[src/rtl/core/ssi_pkg.sv]
// Shared types and widths for the segment intersection pipeline.
// No dependencies; every module of the block imports it.
package ssi_pkg;

   localparam int COORD_BITS = 16;
   localparam int THR_BITS   = 16;

   // Intermediate widths, all derived from the coordinate width.
   localparam int DIFF_W    = COORD_BITS + 1;     // endpoint difference
   localparam int PROD_W    = 2 * DIFF_W;         // one cross product term
   localparam int DET_W     = PROD_W + 1;         // determinant and numerator
   localparam int DC_W      = DIFF_W + DET_W;     // |direction| * |numerator|
   localparam int NUM_W     = DC_W + 2;           // rounded dividend magnitude
   localparam int DIVS_W    = DET_W + 1;          // divisor, twice the determinant
   localparam int QB        = COORD_BITS + 1;     // quotient bits before saturation
   localparam int T_W       = QB + 2;             // signed offset along a segment
   localparam int PT_W      = T_W + 1;            // unsaturated crossing coordinate
   localparam int FRONT_LAT = 7;                  // register stages in the front end
   localparam int DIV_LAT   = QB + 2;             // register stages in a divider

   localparam logic [THR_BITS-1:0] THR_RESET = THR_BITS'(128);
   localparam logic signed [T_W-1:0] T_SAT   = T_W'(1) << QB;

   typedef logic signed [COORD_BITS-1:0] coord_type;

   localparam coord_type COORD_MAX = {1'b0, {(COORD_BITS-1){1'b1}}};
   localparam coord_type COORD_MIN = {1'b1, {(COORD_BITS-1){1'b0}}};

   typedef struct packed {
      coord_type a_start_x;
      coord_type a_start_y;
      coord_type a_end_x;
      coord_type a_end_y;
      coord_type b_start_x;
      coord_type b_start_y;
      coord_type b_end_x;
      coord_type b_end_y;
   } ssi_req_type;

   typedef struct packed {
      logic      hit;
      coord_type cross_x;
      coord_type cross_y;
   } ssi_rsp_type;

   // Dividend magnitude, its sign and the divisor for one rounded ratio.
   typedef struct packed {
      logic              neg;
      logic [NUM_W-1:0]  mag;
      logic [DIVS_W-1:0] den2;
   } ssi_num_type;

   // Data that rides alongside the dividers.
   typedef struct packed {
      ssi_req_type pts;
      logic        par;
   } ssi_side_type;

endpackage

[src/rtl/core/ssi_div.sv]
// Pipelined restoring divider, one quotient bit per stage, round to nearest.
// Depends on ssi_pkg.
module ssi_div import ssi_pkg::*; (
   input  logic                  clock,
   input  logic                  reset,
   input  logic                  adv,
   input  logic                  in_valid,
   input  ssi_num_type           in_num,
   output logic                  out_valid,
   output logic signed [T_W-1:0] out_t
);

   logic [DIV_LAT-1:0] v_ff;
   logic [NUM_W-1:0]   rem_ff [QB+1];
   logic [DIVS_W-1:0]  den_ff [QB+1];
   logic [QB-1:0]      q_ff   [QB+1];
   logic [QB:0]        neg_ff;
   logic [QB:0]        ovf_ff;

   logic               ovf_in;
   logic [NUM_W-1:0]   dsh    [1:QB];
   logic [NUM_W-1:0]   rem_in [1:QB];
   logic [QB-1:0]      q_in   [1:QB];
   logic [QB:1]        ge;

   logic [QB:0]           qr;
   logic signed [T_W-1:0] t_in, t_ff;

   always_comb begin
      // Quotient at or beyond full scale: saturate.
      ovf_in = in_num.mag >= (NUM_W'(in_num.den2) << QB);
      for (int k = 1; k <= QB; k++) begin
         dsh[k]    = NUM_W'(den_ff[k-1]) << (QB - k);
         ge[k]     = rem_ff[k-1] >= dsh[k];
         rem_in[k] = ge[k] ? rem_ff[k-1] - dsh[k] : rem_ff[k-1];
         q_in[k]   = q_ff[k-1] | (QB'(ge[k]) << (QB - k));
      end
      // Negative dividend: floor is minus the quotient rounded up.
      qr = {1'b0, q_ff[QB]} + (QB + 1)'(rem_ff[QB] != '0);
      if (ovf_ff[QB]) begin
         t_in = neg_ff[QB] ? -T_SAT : T_SAT;
      end else if (neg_ff[QB]) begin
         t_in = -T_W'(qr);
      end else begin
         t_in = T_W'(q_ff[QB]);
      end
   end

   always_ff @(posedge clock) begin
      if (reset) begin
         v_ff <= '0;
      end else if (adv) begin
         v_ff <= {v_ff[DIV_LAT-2:0], in_valid};
      end
   end

   always_ff @(posedge clock) begin
      if (adv) begin
         rem_ff[0] <= in_num.mag;
         den_ff[0] <= in_num.den2;
         q_ff[0]   <= '0;
         neg_ff[0] <= in_num.neg;
         ovf_ff[0] <= ovf_in;
         for (int k = 1; k <= QB; k++) begin
            rem_ff[k] <= rem_in[k];
            den_ff[k] <= den_ff[k-1];
            q_ff[k]   <= q_in[k];
            neg_ff[k] <= neg_ff[k-1];
            ovf_ff[k] <= ovf_ff[k-1];
         end
         t_ff <= t_in;
      end
   end

   assign out_valid = v_ff[DIV_LAT-1];
   assign out_t     = t_ff;

endmodule

[config.mk]
export PLATFORM = sky130hd
export DESIGN_NAME = ssi_div
export DESIGN_NICKNAME = d
export VERILOG_FILES = /design/src/rtl/core/ssi_pkg.sv /design/src/rtl/core/ssi_div.sv
export SDC_FILE = /design/constraint.sdc
export NUM_CORES = 2
export LEC_CHECK = 0
export BUFFER_PORTS_ARGS = -buffer_cell sky130_fd_sc_hd__buf_2
export CORE_ASPECT_RATIO = 0.6
export CORE_MARGIN = 2
export CORE_UTILIZATION = 35
export CTS_BUF_LIST = sky130_fd_sc_hd__clkbuf_4 sky130_fd_sc_hd__clkbuf_8
export DETAILED_ROUTE_END_ITERATION = 12
export PLACE_DENSITY = 0.56
export SLEW_MARGIN = 40
export SYNTH_ARGS = -nofsm -noshare
export SYNTH_HDL_FRONTEND = slang
export SYNTH_SLANG_ARGS = --single-unit
[constraint.sdc]
create_clock -name clock -period 4.1 [get_ports clock]
set_input_delay 0.82 -clock clock [delete_from_list [all_inputs] [get_ports clock]]
set_output_delay 0.82 -clock clock [all_outputs]
set_load 0.01 [all_outputs]
-- Word level (Yosys, flattened, before mapping)
Memories as Yosys holds them, arrays and structs flattened.
Index checks and enable logic that the tools add are counted.
- register bits after elaboration: 74
- RAM bits: 1926
- input bits: 95
- output and inout bits: 20
- word-level logic and storage cells: 84
- memories kept: 3
- add/subtract/negate cells: 19
- order comparisons: 18
- mux-type cells: 22
- bitwise gates (word level): 17
- reduce and logical (&&, ||, !) cells: 1
- memories (name ; words ; bits a word ; rd ports ; clocked after Yosys merged registers in ; write ports ; RTL line ; source):
    rem_ff ; 18 ; 54 ; 18 ; 0 ; 18 ; ssi_div.sv:14 ; logic [NUM_W-1:0] rem_ff [QB+1];
    den_ff ; 18 ; 36 ; 17 ; 0 ; 18 ; ssi_div.sv:15 ; logic [DIVS_W-1:0] den_ff [QB+1];
    q_ff ; 18 ; 17 ; 18 ; 0 ; 18 ; ssi_div.sv:16 ; logic [QB-1:0] q_ff [QB+1];
- operator list (kind ; number):
    54-bit 2-to-1 mux ; 17
    19-bit 2-to-1 mux ; 3
    54-bit by 36-bit >= comparator with 1-bit output ; 1
    54-bit by 37-bit >= comparator with 1-bit output ; 1
    54-bit by 38-bit >= comparator with 1-bit output ; 1
    54-bit by 39-bit >= comparator with 1-bit output ; 1
    54-bit by 40-bit >= comparator with 1-bit output ; 1
    54-bit by 41-bit >= comparator with 1-bit output ; 1
    54-bit by 42-bit >= comparator with 1-bit output ; 1
    54-bit by 43-bit >= comparator with 1-bit output ; 1
    54-bit by 44-bit >= comparator with 1-bit output ; 1
    54-bit by 45-bit >= comparator with 1-bit output ; 1
    54-bit by 46-bit >= comparator with 1-bit output ; 1
    54-bit by 47-bit >= comparator with 1-bit output ; 1
    54-bit by 48-bit >= comparator with 1-bit output ; 1
    54-bit by 49-bit >= comparator with 1-bit output ; 1
    54-bit by 50-bit >= comparator with 1-bit output ; 1
    54-bit by 51-bit >= comparator with 1-bit output ; 1
    54-bit by 52-bit >= comparator with 1-bit output ; 1
    54-bit by 53-bit >= comparator with 1-bit output ; 1
    54-bit nonzero test ; 1
    54-bit by 36-bit subtractor with 54-bit output ; 1
    54-bit by 37-bit subtractor with 54-bit output ; 1
    54-bit by 38-bit subtractor with 54-bit output ; 1
    other kinds (34) ; 35

-- Logic depth before layout (Yosys ltp)
An unclocked memory read counts as a cell.
- depth in word-level cells: 6
- gate-level depth with buffers: 17
- gate-level depth less buffers: 17

-- Worst setup path after synthesis
OpenSTA, ideal clock, no wires.
- path type: reg-to-reg
- from: memory den_ff[12][0] in the netlist's numbering
- to: memory rem_ff[13][52] in the netlist's numbering (data pin)
- setup time: 0.271 ns
- arrival: 3.294 ns
- slack: 0.535 ns
- cell stages (with the launch flop): 14
- cell sequence: edfxtp_1 ha_1 fa_1 and2b_1 o31a_1 o41a_1 o211ai_1 a2111oi_2 a21oi_1 o211a_2 or3_1 buf_2 nor4_1 xor2_1
- RTL lines (element ; RTL line):
    start: declaration ; ssi_div.sv:15
    end: declaration ; ssi_div.sv:14

==> results_dict.tcl <==
set metrics [dict create \
    grt_first_pass_wirelength_microns 456000 \
    final_util_pct 40.4 \
    yosysSeqAreaShare_pct 52.7 \
    path_cells "inv_1, ha_1, nor2b_1, o21ai_0, a21oi_1, o31a_1, o311ai_1, buf_4, a21oi_2, buf_4, a21oi_1, o21ai_0, xnor2_1, o21ai_1" \
    total_power_mw 82.9 \
    grt_pass1_vias 72400 \
    synth_cells 9563 \
    drive_gt1_share_pct 12.3 \
    core.rowCount 154 \
    path_class "reg -> reg" \
    skew_ns 0.0522 \
    critPathRequiredTime_ns 4.80 \
    grt_max_degree 123 \
    whs_ns 0.168 \
    syn_to_final_growth_pct 15.1 \
    cts-buffers-inserted 295 \
    grt_remaining_overflow 0 \
    fmax_mhz 249 \
    nNetsFinal 11000 \
    ys_types 106 \
    rsz0062_at_grt "true" \
    yosys_register_bits 1811 \
    dp_cells 13800 \
    clkSinkCount 1811 \
    synth_top_area_share_pct 52.3 \
    worstPathBufferInverterCount 3 \
    cap_violations 0 \
    hold_class "in -> reg" \
    worst_slack_ns 0.0875 \
    first_iter_violations 7492 \
    synthTopCellsByArea "edfxtp_1, ha_1, a21oi_1, o21ai_0, inv_1" \
    cpMaxStageDelayCell "o311ai_1" \
    core-area_sq_mm 0.293 \
    synth_common_cells "edfxtp_1, inv_1, a21oi_1, nand2_1, o21ai_0" \
    syn_avg_cell_area_sq_um 10.8 \
    vias 76300 \
    dpl_cell_area_sq_mm 0.111 \
    die_h_microns 424 \
    cts_tree "done" \
    synth_edf_count 1792 \
    viasPerCell 5.31 \
    wl_microns 308000 \
    synth_async_sr_flop_share_pct 0 \
    die_area_sq_mm 0.298 \
    endpoint_kind "flop" \
    slew_headroom_pct 32.0 \
    cts_htree_levels 5 \
    hpwlAfterDp_microns 241000 \
    io_pins 115 \
    synth_warnings 0 \
    critPathTopFamily "compound AO/OA/AOI/OAI gates" \
    drtAntennaViolNets 0 \
    netlist_area_sq_mm 0.103 \
    status "finished, final reports clean" \
    slew_violations 0 \
    fin_setup_tns_ns 0 \
    synth_largest_area_cell "edfxtp_1" \
    avgRoutedWirePerCell_microns 21.5 \
    ir_worst_vdd_mv 0.278 \
    grt_use_total_pct 19.9 \
    max_stage_delay_ns 0.55 \
    synth.net_count 10300 \
    initial_core_util_pct 35.1 \
    yosys_most_used_dff "edfxtp_1" \
    routabilityCongestion 0.934 \
    crit_arrival_ns 4.71 \
    portBuffers 114 \
    fin_cells 14400 \
    p_leak_nw 46.9 \
    worst_pin_slew_ns 1.01 \
    hold_viol 0 \
    final_area_sq_mm 0.118 \
    cts_root_buffer "clkbuf_8" \
    start_kind "flop" \
    clock_latency_ns 0.98 \
    period_minus_slack_ns 4.01 \
    dp_worst_setup_slack_ns -0.102 \
    clkTransAtPathRegs_ns 0.07 \
    firstDrtPassIters 6 \
    crit_path_max_fanout 3 \
    drc 0 \
    power-per-cell-area_mw_per_mm2 701 \
    grt_antenna_before_repair 18 \
    die_w_microns 704 \
    min_period_over_period_pct 97.9 \
    yosysMostFrequentCell "edfxtp_1" \
    ctsLongestPathBuffers 4 \
    setup_viol 0 \
]
sequential cells by signal (all words and copies together) (netlist names):
register / count
v_ff: 19
out_t: 19
ovf_ff: 18
neg_ff: 18
q_ff: 153
den_ff: 612
rem_ff: 972
cells by family (layout without fill, tap and decap cells):
| family | count (synthesis) | count (layout) | share of synthesized area, % |
|---|---|---|---|
| mux | 132 | 132 | 1.43 |
| xor+xnor | 702 | 702 | 5.98 |
| compound gates | 2561 | 2562 | 15.4 |
| fa+ha+maj | 685 | 685 | 8.46 |
| simple gates | 2521 | 2521 | 11.8 |
| buf+inv | 1151 | 2054 | 4.27 |
| other cells | 0 | 3 | 0 |
| flops | 1811 | 1811 | 52.7 |
metal layers:
metal | wire, microns | vias up | GRT usage [%]
li1 | - | 36600 | -
met1 | 155000 | 36700 | 30.8
met2 | 115000 | 2610 | 25.7
met3 | 32200 | 377 | 7.40
met4 | 5890 | 0 | 4.20
met5 | 0 | - | 0
cell usage in the layout (no fill, tap or decap), drive strengths merged, types with 58 or more instances in the layout:
cell type    Yosys  layout
a211oi          63      63
a21o           338     338
a21oi          804     804
a31oi           93      93
buf             53     590
clkbuf         237     369
clkinv           1     107
dlygate4sd3      0      91
edfxtp        1792    1792
ha             668     668
inv            860     869
mux2            95      95
nand2          795     795
nand2b         103     103
nand3          159     159
nand4          175     175
nor2           619     619
nor2b           87      87
nor3           156     156
nor4           103     103
o21a            74      74
o21ai          707     707
o21bai          89      89
o31ai           58      58
or3             67      67
xnor2          362     362
xor2           340     340
timing repair:
action                                  4_1_cts  5_1_grt
hold buffers                                 91        0
endpoints found under the setup margin       18      214
hold endpoints to repair                     91        0
setup buffers                                 0       11
gates resized for setup                       2       59
gates cloned                                  1        0
pin swaps                                     1        4
power breakdown:
group	switching, mW	internal [mW]	leakage (nW)
logic	21.6	15.1	26.4
clock network	7.72	8.45	3.00
registers	3.51	26.5	17.5
total	32.9	50.0	46.9
worst reg2reg max path: cells and delay by family (launching register included):
family	cells	cell delay [ns]
compound gates	8	2.27
xor+xnor	1	0.15
fa+ha+maj	1	0.30
buf+inv	3	0.45
flops	1	0.44
simple gates	1	0.13
worst paths after layout:
| path | startpoint | end | slack, ns | cells past startpoint |
|---|---|---|---|---|
| worst max-delay path | den_ff[7][1]$_DFFE_PP_ | rem_ff[8][30]$_DFFE_PP_ | 0.09 | 14 |
| worst min-delay path | in_num[22] | den_ff[0][22]$_DFFE_PP_ | 0.17 | 1 |
| worst max register to register | den_ff[7][1]$_DFFE_PP_ | rem_ff[8][30]$_DFFE_PP_ | 0.09 | 14 |
| worst min register to register | neg_ff[15]$_DFFE_PP_ | neg_ff[16]$_DFFE_PP_ | 0.40 | 0 |
final cells by class:
cell class	count	area [sq um]
Sequential cell	1811	54200
Timing Repair Buffer	681	5590
Clock inverter	143	1090
Antenna cell	3	7.51
Multi-Input combinational cell	6602	44700
Tap cell	3900	4880
Fill cell	28200	175000
Clock buffer	369	4660
Inverter	861	3230
Power figures use the tool's default switching activity.
