$ cat src/rtl/core/ssi_pkg.sv
// Shared types and widths for the segment intersection pipeline.
// No dependencies; every module of the block imports it.
package ssi_pkg;

   localparam int COORD_BITS = 16;
   localparam int THR_BITS   = 16;

   // Intermediate widths, all derived from the coordinate width.
   localparam int DIFF_W    = COORD_BITS + 1;     // endpoint difference
   localparam int PROD_W    = 2 * DIFF_W;         // one cross product term
   localparam int DET_W     = PROD_W + 1;         // determinant and numerator
   localparam int DC_W      = DIFF_W + DET_W;     // |direction| * |numerator|
   localparam int NUM_W     = DC_W + 2;           // rounded dividend magnitude
   localparam int DIVS_W    = DET_W + 1;          // divisor, twice the determinant
   localparam int QB        = COORD_BITS + 1;     // quotient bits before saturation
   localparam int T_W       = QB + 2;             // signed offset along a segment
   localparam int PT_W      = T_W + 1;            // unsaturated crossing coordinate
   localparam int FRONT_LAT = 7;                  // register stages in the front end
   localparam int DIV_LAT   = QB + 2;             // register stages in a divider

   localparam logic [THR_BITS-1:0] THR_RESET = THR_BITS'(128);
   localparam logic signed [T_W-1:0] T_SAT   = T_W'(1) << QB;

   typedef logic signed [COORD_BITS-1:0] coord_type;

   localparam coord_type COORD_MAX = {1'b0, {(COORD_BITS-1){1'b1}}};
   localparam coord_type COORD_MIN = {1'b1, {(COORD_BITS-1){1'b0}}};

   typedef struct packed {
      coord_type a_start_x;
      coord_type a_start_y;
      coord_type a_end_x;
      coord_type a_end_y;
      coord_type b_start_x;
      coord_type b_start_y;
      coord_type b_end_x;
      coord_type b_end_y;
   } ssi_req_type;

   typedef struct packed {
      logic      hit;
      coord_type cross_x;
      coord_type cross_y;
   } ssi_rsp_type;

   // Dividend magnitude, its sign and the divisor for one rounded ratio.
   typedef struct packed {
      logic              neg;
      logic [NUM_W-1:0]  mag;
      logic [DIVS_W-1:0] den2;
   } ssi_num_type;

   // Data that rides alongside the dividers.
   typedef struct packed {
      ssi_req_type pts;
      logic        par;
   } ssi_side_type;

endpackage

$ cat src/rtl/core/ssi_back.sv
// Back end: crossing point, containment on both segments, saturation.
// Depends on ssi_pkg.
module ssi_back import ssi_pkg::*; (
   input  logic                  clock,
   input  logic                  reset,
   input  logic                  adv,
   input  logic                  in_valid,
   input  logic signed [T_W-1:0] t_x,
   input  logic signed [T_W-1:0] t_y,
   input  ssi_side_type          in_side,
   output logic                  out_valid,
   output ssi_rsp_type           out_data
);

   function automatic logic signed [PT_W-1:0] pext(input coord_type v);
      return {{(PT_W-COORD_BITS){v[COORD_BITS-1]}}, v};
   endfunction

   function automatic logic signed [PT_W-1:0] text(input logic signed [T_W-1:0] v);
      return {{(PT_W-T_W){v[T_W-1]}}, v};
   endfunction

   function automatic logic in_span(input logic signed [PT_W-1:0] v,
                                    input coord_type a, input coord_type b);
      logic signed [PT_W-1:0] lo;
      logic signed [PT_W-1:0] hi;
      lo = (a < b) ? pext(a) : pext(b);
      hi = (a < b) ? pext(b) : pext(a);
      return (v >= lo) && (v <= hi);
   endfunction

   function automatic logic holds(input logic signed [PT_W-1:0] x,
                                  input logic signed [PT_W-1:0] y,
                                  input coord_type sx, input coord_type sy,
                                  input coord_type ex, input coord_type ey);
      return ((sx != ex) && in_span(x, sx, ex)) || ((sy != ey) && in_span(y, sy, ey));
   endfunction

   function automatic coord_type sat(input logic signed [PT_W-1:0] v);
      coord_type r;
      if (v > pext(COORD_MAX)) begin
         r = COORD_MAX;
      end else if (v < pext(COORD_MIN)) begin
         r = COORD_MIN;
      end else begin
         r = v[COORD_BITS-1:0];
      end
      return r;
   endfunction

   logic                   v_ff;
   logic signed [PT_W-1:0] x_in, y_in, x_ff, y_ff;
   ssi_side_type           side_ff;
   logic                   hit;

   always_comb begin
      x_in = pext(in_side.pts.a_start_x) + text(t_x);
      y_in = pext(in_side.pts.a_start_y) + text(t_y);
      hit  = !side_ff.par
           && holds(x_ff, y_ff, side_ff.pts.a_start_x, side_ff.pts.a_start_y,
                    side_ff.pts.a_end_x, side_ff.pts.a_end_y)
           && holds(x_ff, y_ff, side_ff.pts.b_start_x, side_ff.pts.b_start_y,
                    side_ff.pts.b_end_x, side_ff.pts.b_end_y);
      out_data = '0;
      if (hit) begin
         out_data.hit     = 1'b1;
         out_data.cross_x = sat(x_ff);
         out_data.cross_y = sat(y_ff);
      end
   end

   always_ff @(posedge clock) begin
      if (reset) begin
         v_ff <= 1'b0;
      end else if (adv) begin
         v_ff <= in_valid;
      end
   end

   always_ff @(posedge clock) begin
      if (adv) begin
         x_ff    <= x_in;
         y_ff    <= y_in;
         side_ff <= in_side;
      end
   end

   assign out_valid = v_ff;

endmodule

$ cat config.mk
export PLATFORM = sky130hd
export DESIGN_NAME = ssi_back
export DESIGN_NICKNAME = d
export VERILOG_FILES = /design/src/rtl/core/ssi_pkg.sv /design/src/rtl/core/ssi_back.sv
export SDC_FILE = /design/constraint.sdc
export NUM_CORES = 1
export LEC_CHECK = 0
export BUFFER_PORTS_ARGS = -buffer_cell sky130_fd_sc_hd__buf_2
export CAP_MARGIN = 30
export CELL_PAD_IN_SITES_DETAIL_PLACEMENT = 1
export CELL_PAD_IN_SITES_GLOBAL_PLACEMENT = 2
export CORE_MARGIN = 5
export CORE_UTILIZATION = 41
export CTS_CLUSTER_DIAMETER = 30
export DETAILED_ROUTE_END_ITERATION = 10
export GPL_TIMING_DRIVEN = 0
export PLACE_DENSITY_LB_ADDON = 0.3
export RECOVER_POWER = 25
export SYNTH_ARGS = -nofsm -noshare
export SYNTH_HDL_FRONTEND = slang
export SYNTH_SLANG_ARGS = --single-unit
$ cat constraint.sdc
create_clock -name clock -period 16.1 [get_ports clock]
set_clock_uncertainty 0.15 [all_clocks]
set_input_delay 3.22 -clock clock [delete_from_list [all_inputs] [get_ports clock]]
set_output_delay 3.22 -clock clock [all_outputs]
set_load 0.02 [all_outputs]
* Word level (Yosys, flattened, before mapping)
Index checks and enable logic that the tools add are counted.
** Word-level totals
- Register bits after elaboration :: 170
- Bits in latches :: 0
- Memory bits (writable) :: 0
- Bits in read-only memories :: 0
- Output and inout bits :: 34
- Word-level logic and storage cells :: 60
- Memories kept :: 0
** Cells by class
- Add/sub/neg operators :: 2
- Multipliers :: 0
- Divide/modulo/power cells :: 0
- Magnitude comparators :: 16
- Equality and inequality tests :: 4
- Shift operators :: 0
- Muxes and demuxes :: 13
- Bitwise logic cells :: 0
- Reduce and logical (&&, ||, !) cells :: 13
** Operators with widths (count)
- $mux W20 :: 8
- $ge A20 B20 Y1 :: 4
- $le A20 B20 Y1 :: 4
- $lt A16 B16 Y1 :: 4
- $mux W16 :: 4
- $ne A16 B16 Y1 :: 4
- $add A16 B19 Y20 :: 2
- $gt A20 B16 Y1 const B :: 2
- $lt A20 B16 Y1 const B :: 2
- $mux W33 :: 1
- $logic_and A1 B1 Y1 :: 10
- $logic_or A1 B1 Y1 :: 2
- $logic_not A1 Y1 :: 1

* Logic depth before layout (Yosys ltp)
Gate-level depths: netlist of run 1.
- Depth in word-level cells :: 9
- Gate-level depth with buffers :: 22

* Worst setup path after synthesis of run 1
OpenSTA, ideal clock, no wires.
- Path type :: register to output
- Start point :: reg side_ff[34] in the netlist's numbering
- End point :: out out_data[10] in the netlist's numbering
- Arrival :: 4.258 ns
- Data required time :: 12.730 ns
- Setup slack :: 8.472 ns
- Stages on the path, launching flop included :: 21
- Buffers on the path :: 2
- Path through :: edfxtp_1 -> ha_1 -> nor2b_1 -> o21a_1 -> o21a_1 -> o211ai_1 -> a21oi_1 -> nor3_1 -> a311oi_1 -> buf_2 -> mux2i_1 -> ha_1 -> a211oi_1 -> o211ai_1 -> o221ai_1 -> nor4bb_1 -> mux2_4 -> a211oi_2 -> o22ai_2 -> buf_6 -> nor2_2
** RTL lines
- start, declared :: RTL line ssi_back.sv:53 : ssi_side_type side_ff;
- start signal, assigned :: RTL line ssi_back.sv:84 : side_ff <= in_side;
- end, declared :: RTL line ssi_back.sv:12 : output ssi_rsp_type out_data

==> metrics.md, run 1 <==
| Metric | Value |
|---|---|
| Max_cap viols | 0 |
| Mean Syn Cell Area | between 10 and 15 µm² |
| Die height | around 200 µm |
| Die area | between 30000 and 40000 µm² |
| WP data required | between 10 and 15 ns |
| Register area share after synthesis | between 30% and 40% |
| Final WL | about 40000 µm |
| Cells after synthesis | 1292 |
| Critical-path top delay cell | nor4_1 |
| Core area | between 30000 and 40000 µm² |
| Starting Density | approximately 42% |
| IO buf count | slightly above 200 |
| Worst Hold Launch | out_valid$_SDFFE_PP0P_ |
| Setup TNS | 0 ns |
| Yosys top cell by area | edfxtp_1 |
| Synthesis-to-layout area growth | 15.8% |
| Top_reg_cell synth | edfxtp_1 |
| Leakage | around 7.5 nW |
| CTS hold repair buffers | 0 |
| Startpoint Class | register |
| Hold slack | ~0.36 ns |
| DR WL/cell | approximately 20 µm |
| Layout Cells excl Fill | roughly 2000 |
| Area share of the largest cell type after synthesis | approximately 36% |
| Crit-path max FO | 10 |
| Htree depth | 4 |
| Async set or reset register ratio after synthesis | 0% |
| FP Rows | 67 |
| Max transition margin | a little over two fifths |
| Finished Cell Area | 16100 µm² |
| Library cells used by synthesis | 70 |
| Routability Congestion | 0.841 |
| First-pass detailed-route iteration total | 4 |
| Placement Cell Area | 15500 µm² |
| First-pass GRT wire length | 63100 µm |
| Root buf cell | clkbuf_16 |
| FF+latch count, synth | 170 |
| DRC Markers | 0 |
| # diodes | 0 |
| Crit. End Element | output pin |
| Worst-margin pin slew | 0.867 ns |
| EDFF count, synth | 169 |
| Initial antenna violation count | 0 |
| Pin count of the biggest net entering global routing | 97 |
| Max stage delay on crit path | between 0.6 and 0.7 ns |
| Setup repair bufs after CTS | 0 |
| Tcrit/Tclk final | between 50% and 60% |
| Number of gates resized after CTS | 0 |
| Final Core Density | 48.1% |
| Hold Crit Class | register to register |
| Max Fclk | around 110 MHz |
| Clock sink total | between 150 and 200 |
| # placed instances | between 1500 and 2000 |
| Tmin final | roughly 9.4 ns |
| Worst Setup SP | side_ff[82]$_DFFE_PP_ |
| Vias | 10900 |
| Layout cell share with drive strength beyond 1 | roughly 20% |
| Syn nets | 1727 |
| CTS tree | built |
| Max-slew violations | 0 |
| GRT Util Overall | about a fifth |
| Post-route ant nets | 0 |
| Final setup fails | 0 |
| Via/cell ratio | approximately 5.5 |
| Top-Level Pins | around 210 |
| CTS Buffer Depth | 2 |
| Critical Path AT | 5.99 ns |
| RSZ-0062 raised after global routing | no |
| Initial drt markers | around 330 |
| Outcome | finished clean |
| Worst-path clk slew | approximately 0.07 ns |
| Final hold vios | 0 |
| Mapped cell area | around 14000 µm² |
| Chip Width | 194 µm |
| Vias in the first global route | between 10000 and 15000 |
| Skew-Pair Late Insertion Delay | about 0.44 ns |
| Synth area leaders | edfxtp_1 36%, ha_1 24%, mux2i_1 8.9% |
| Gr ovfl total | 0 |
| PD cells | between 100 and 150 nW/µm² |
| VDD IR max | 0.0000765 V |
| Ys Warns | 0 |
| Worst flop-to-flop path startpoint | out_valid$_SDFFE_PP0P_ |
| Type of the worst setup path | register to output pin |
| TritonCTS buffer count | 17 |
| Final #Nets | 1951 |
| DP Wirelength | 32400 µm |
| Crit-path cells | inv_1 > ha_1 > nor2b_1 > o21ai_1 > nand2b_1 > a2111oi_0 > nor4_1 > nor3_1 > o21ai_0 > mux2i_1 > ha_1 > nand4_1 > or3_1 > nor3_2 > a21boi_0 > and4_1 > nor4_1 > o22ai_2 > buf_6 > nor2_2 > buf_2 |
## layer usage
layer  GRT usage [%]  wire, µm  share of wire (%)
met1            24.7     16800                 43
met2            39.1     20800                 53
met3            4.05      1350                3.4
met4            4.38       546                1.4
met5               0         0                  0
## through the flow
stage | setup WS (ns) | power (mW)
after detailed placement | 7.08 | 1.30
after floorplan | 8.47 | 1.08
after global placement | 7.25 | 1.27
after global routing | 6.21 | 1.85
after CTS | 6.61 | 1.74
final | 6.74 | 1.72
## report_power, final
part | leakage (nW) | internal, mW | switching (mW)
clock network | 0.290 | 0.232 | 0.193
logic | 5.57 | 0.299 | 0.390
registers | 1.66 | 0.541 | 0.0643
total | 7.52 | 1.07 | 0.648
## state kept, by name, indices dropped and copies added, names as in the netlist
signal and count:
out_valid 1, y_ff 20, side_ff 129, x_ff 20
## synth_stat cells, drive strengths merged, types with 4 or more instances
master / instances
ha: 262
edfxtp: 169
mux2i: 124
inv: 92
a21oi: 88
nor2: 79
o21ai: 74
nand2: 60
nand4: 39
a21o: 33
nand3: 22
xnor2: 20
nor2b: 18
buf: 16
nor3: 16
and4: 14
a211oi: 13
o211ai: 13
o21a: 12
nor4: 10
mux2: 9
xor2: 9
nand2b: 7
o2111ai: 7
a221oi: 6
a31oi: 6
o21bai: 6
or2: 6
a2111oi: 5
a21boi: 5
clkbuf: 5
o31ai: 5
and2: 4
and3: 4
or3: 4
## worst paths after layout
kind | to | slack, ns | cells after the start
max reg2reg | out_valid$_SDFFE_PP0P_ | 15.36 | 2
min reg2reg | out_valid$_SDFFE_PP0P_ | 0.36 | 2
min | out_valid$_SDFFE_PP0P_ | 0.36 | 2
max | out_data[15] | 6.74 | 21
## cells in the final DEF (no fill, tap or decap), drive strengths merged, types with 18 or more instances in the layout
| master | Yosys | final |
|---|---|---|
| ha | 262 | 262 |
| buf | 16 | 216 |
| edfxtp | 169 | 169 |
| mux2i | 124 | 124 |
| inv | 92 | 97 |
| a21oi | 88 | 88 |
| nor2 | 79 | 79 |
| o21ai | 74 | 74 |
| nand2 | 60 | 60 |
| nand4 | 39 | 39 |
| a21o | 33 | 33 |
| clkbuf | 5 | 27 |
| nand3 | 22 | 22 |
| xnor2 | 20 | 20 |
| nor2b | 18 | 18 |
## critical path: cells and delay by family (launching register included)
kind	cells	cell delay [ns]
AOI/OAI and AO/OA	5	1.20
adders and majority gates	2	0.56
buffers and inverters	3	0.51
DFF	1	0.39
muxes	1	0.44
and+or+nand+nor	10	2.47
## area by class of cell
type | instances | area, µm²
Inverter | 92 | 345
Timing Repair Buffer | 205 | 1050
Clock inverter | 15 | 164
Tap cell | 448 | 561
Fill cell | 3793 | 17400
Sequential cell | 170 | 5090
Buffer | 21 | 120
Clock buffer | 17 | 425
Multi-Input combinational cell | 1009 | 8360
## logic make-up after synthesis
family	Yosys count	synth area share (%)
AOI/OAI and AO/OA	293	13.5
and+or+nand+nor	290	11.2
adders and majority gates	264	23.8
DFF	170	36.6
muxes	133	9.67
buffers and inverters	113	3.34
xor gates and xnor gates	29	1.82
(Power assumes the default switching activity.)
==> inputs of run 2 (changes only) <==
--- a/config.mk
+++ b/config.mk
@@ -10,7 +10,7 @@
 export CELL_PAD_IN_SITES_DETAIL_PLACEMENT = 1
 export CELL_PAD_IN_SITES_GLOBAL_PLACEMENT = 2
 export CORE_MARGIN = 5
-export CORE_UTILIZATION = 41
+export CORE_UTILIZATION = 38
 export CTS_CLUSTER_DIAMETER = 30
 export DETAILED_ROUTE_END_ITERATION = 10
 export GPL_TIMING_DRIVEN = 0
==> constraint.sdc (replaced) <==
create_clock -name clock -period 9 [get_ports clock]
set_clock_uncertainty 0.15 [all_clocks]
set_input_delay 1.8 -clock clock [delete_from_list [all_inputs] [get_ports clock]]
set_output_delay 1.8 -clock clock [all_outputs]
set_load 0.02 [all_outputs]
==> run 2 against run 1 <==
Against the previous run: register-to-register slack got worse by 7.1 ns; count of clock-buffer cells in the layout rose by 1; design area barely moved; cell count rose by 1.0%; die area rose by 7.5%; global-route usage fell by 1.2 points; via count fell by 0.14%; flip-flop and latch count did not move; routed wire length rose by 1.8%; hold slack got worse by 0.0044 ns; worst setup slack got worse by 5.7 ns; clock power rose by 71%; largest cell class unchanged.
==> metrics.md, run 2 (same netlist as run 1, synthesis figures left out) <==
| Metric | Value |
|---|---|
| CTS tree | built |
| Startpoint Class | register |
| Met1 Wirelength | 16700 µm |
| Crit. End Element | output pin |
| Core area | 36300 µm² |
| CTS hold repair buffers | 0 |
| Biggest regs | side_ff: 129 flops, x_ff: 20 flops, y_ff: 20 flops |
| Commonest non-fill, non-tap cell in the layout | ha_1 |
| Initial antenna violation count | 1 |
| Outcome | finished clean |
| Root buf cell | clkbuf_16 |
| Clock sink total | between 150 and 200 |
| CTS Buffer Depth | 2 |
| Max reg flops | 129 |
| Combinational Power Share | ~40% |
| Synthesis-to-layout area growth | 15.8% |
| Max-slew violations | 0 |
| First-pass GRT wire length | roughly 64000 µm |
| FP Rows | 70 |
| Critical Path AT | ~6.0 ns |
| Skew-Pair Late Insertion Delay | 0.45 ns |
| # placed instances | slightly below 2000 |
| Number of gates resized after CTS | 0 |
| Clock Power Share | between 20% and 30% |
| Via/cell ratio | 5.43 |
| Final WL | 40200 µm |
| DR WL/cell | ~20 µm |
| VDD IR max | approximately 0.00014 V |
| Net Switching | around 1.2 mW |
| Hold Crit Class | register to register |
| Max_cap viols | 0 |
| Max layer used | met4 |
| Max Fclk | 126 MHz |
| Reg power frac | between 30% and 40% |
| Starting Density | 38.3% |
| Metal2 WL | between 20000 and 25000 µm |
| Chip Width | 201 µm |
| TritonCTS buffer count | 17 |
| Die height | between 200 and 250 µm |
| Net Sw Frac | between 30% and 40% |
| GRT Util Overall | 19.7% |
| Final hold vios | 0 |
| Htree depth | 4 |
| Final #Nets | 1951 |
| First-pass detailed-route iteration total | 5 |
| Tcrit/Tclk final | 88.1% |
| Leakage | 7.50 nW |
| Type of the worst setup path | register to output pin |
| Tmin final | roughly 7.9 ns |
| IO buf count | 204 |
| Pin count of the biggest net entering global routing | 110 |
| Die area | ~41000 µm² |
| Largest Register | side_ff |
| Layout cell share with drive strength beyond 1 | about a fifth |
| Post-route ant nets | 0 |
| Final setup fails | 0 |
| Routability Congestion | a little over 0.8 |
| Crit-path max FO | 10 |
| Commonest non-fill, non-tap cells in the layout | 262 x ha_1, 213 x buf_2, 169 x edfxtp_1, 124 x mux2i_1, 92 x inv_1 |
| WP data required | 7.05 ns |
| Worst-margin pin slew | just over 0.8 ns |
| Layout Cells excl Fill | ~2000 |
| Worst-path clk slew | 0.07 ns |
| DRC Markers | 0 |
| DP Wirelength | between 30000 and 40000 µm |
| Top-Level Pins | between 200 and 250 |
| Initial drt markers | ~290 |
| Met3 Wirelength | between 1000 and 1500 µm |
| Setup repair bufs after CTS | 0 |
| Vias in the first global route | 11800 |
| # diodes | 0 |
| Max transition margin | between 40% and 50% |
| P_int | between 1.5 and 2 mW |
| Vias | roughly 11000 |
| Gr ovfl total | 0 |
| PD cells | 189 nW/µm² |
| RSZ-0062 raised after global routing | no |
| Setup TNS | 0 ns |
==> run 2: changes by cell type in the layout (fill, tap and decap cells not counted) <==
cell | previous run | this run
clkinv_1 | 0 | 3
buf_2 | 210 | 213
clkinv_2 | 3 | 1
clkinvlp_4 | 1 | 2
inv_6 | 4 | 3
clkbuf_1 | 10 | 8
bufinv_16 | 2 | 1
inv_8 | 1 | 0
==> run 2: worst max-delay path: stages (launching register included) <==
cell	delay (ns)
edfxtp_1	0.42
inv_1	0.07
ha_1	0.31
nor2b_1	0.14
o21ai_1	0.12
nand2b_1	0.07
a2111oi_0	0.40
nor4_1	0.13
nor3_1	0.23
o21ai_0	0.23
mux2i_1	0.43
ha_1	0.26
nand4_1	0.14
or3_1	0.44
nor3_2	0.28
a221oi_1	0.14
and4_1	0.20
nor4_1	0.62
o22ai_2	0.29
buf_6	0.24
nor2_2	0.16
buf_2	0.19
==> run 2: area by class of cell <==
type                            instances  area (µm²)
Tap cell                              468         586
Inverter                               92         345
Timing Repair Buffer                  205        1060
Fill cell                            4098       20200
Sequential cell                       170        5090
Clock inverter                         14         123
Multi-Input combinational cell       1009        8360
Clock buffer                           18         429
Buffer                                 21         120
==> run 2: per-stage QoR <==
stage          cell area, µm²  hold slack, ns  worst slack (ns)  power [mW]  util [%]
2_1_floorplan           13900           0.429              2.79        1.93         -
3_3_place_gp            15500           0.319              1.58        2.28      42.7
3_5_place_dp            15600           0.345              1.51        2.33      42.8
4_1_cts                 16100           0.365             0.996        3.08      44.3
5_1_grt                 16100           0.412             0.653        3.27      44.3
6_report                16100           0.354              1.07        3.04      44.3
==> run 2: worst paths after layout <==
check / from / endpoint / slack (ns) / depth (start not counted)
max: side_ff[82]$_DFFE_PP_ / out_data[3] / 1.07 / 21
min: out_valid$_SDFFE_PP0P_ / out_valid$_SDFFE_PP0P_ / 0.35 / 2
max reg2reg: out_valid$_SDFFE_PP0P_ / out_valid$_SDFFE_PP0P_ / 8.26 / 2
min reg2reg: out_valid$_SDFFE_PP0P_ / out_valid$_SDFFE_PP0P_ / 0.35 / 2
==> run 2: power groups by stage <==
stage | combinational, mW | clock, mW | sequential (mW)
finish | 1.23 | 0.728 | 1.08
global route | 1.39 | 0.786 | 1.10
CTS | 1.24 | 0.754 | 1.09
detailed placement | 1.23 | 0 | 1.11
global placement | 1.18 | 0 | 1.11
floorplan | 0.883 | 0 | 1.04
==> run 2: per-layer routing <==
metal	global-route usage (%)	vias up
met5	0	-
met3	3.55	34
met2	37.9	153
met1	22.5	5253
met4	4.44	0
li1	-	5395
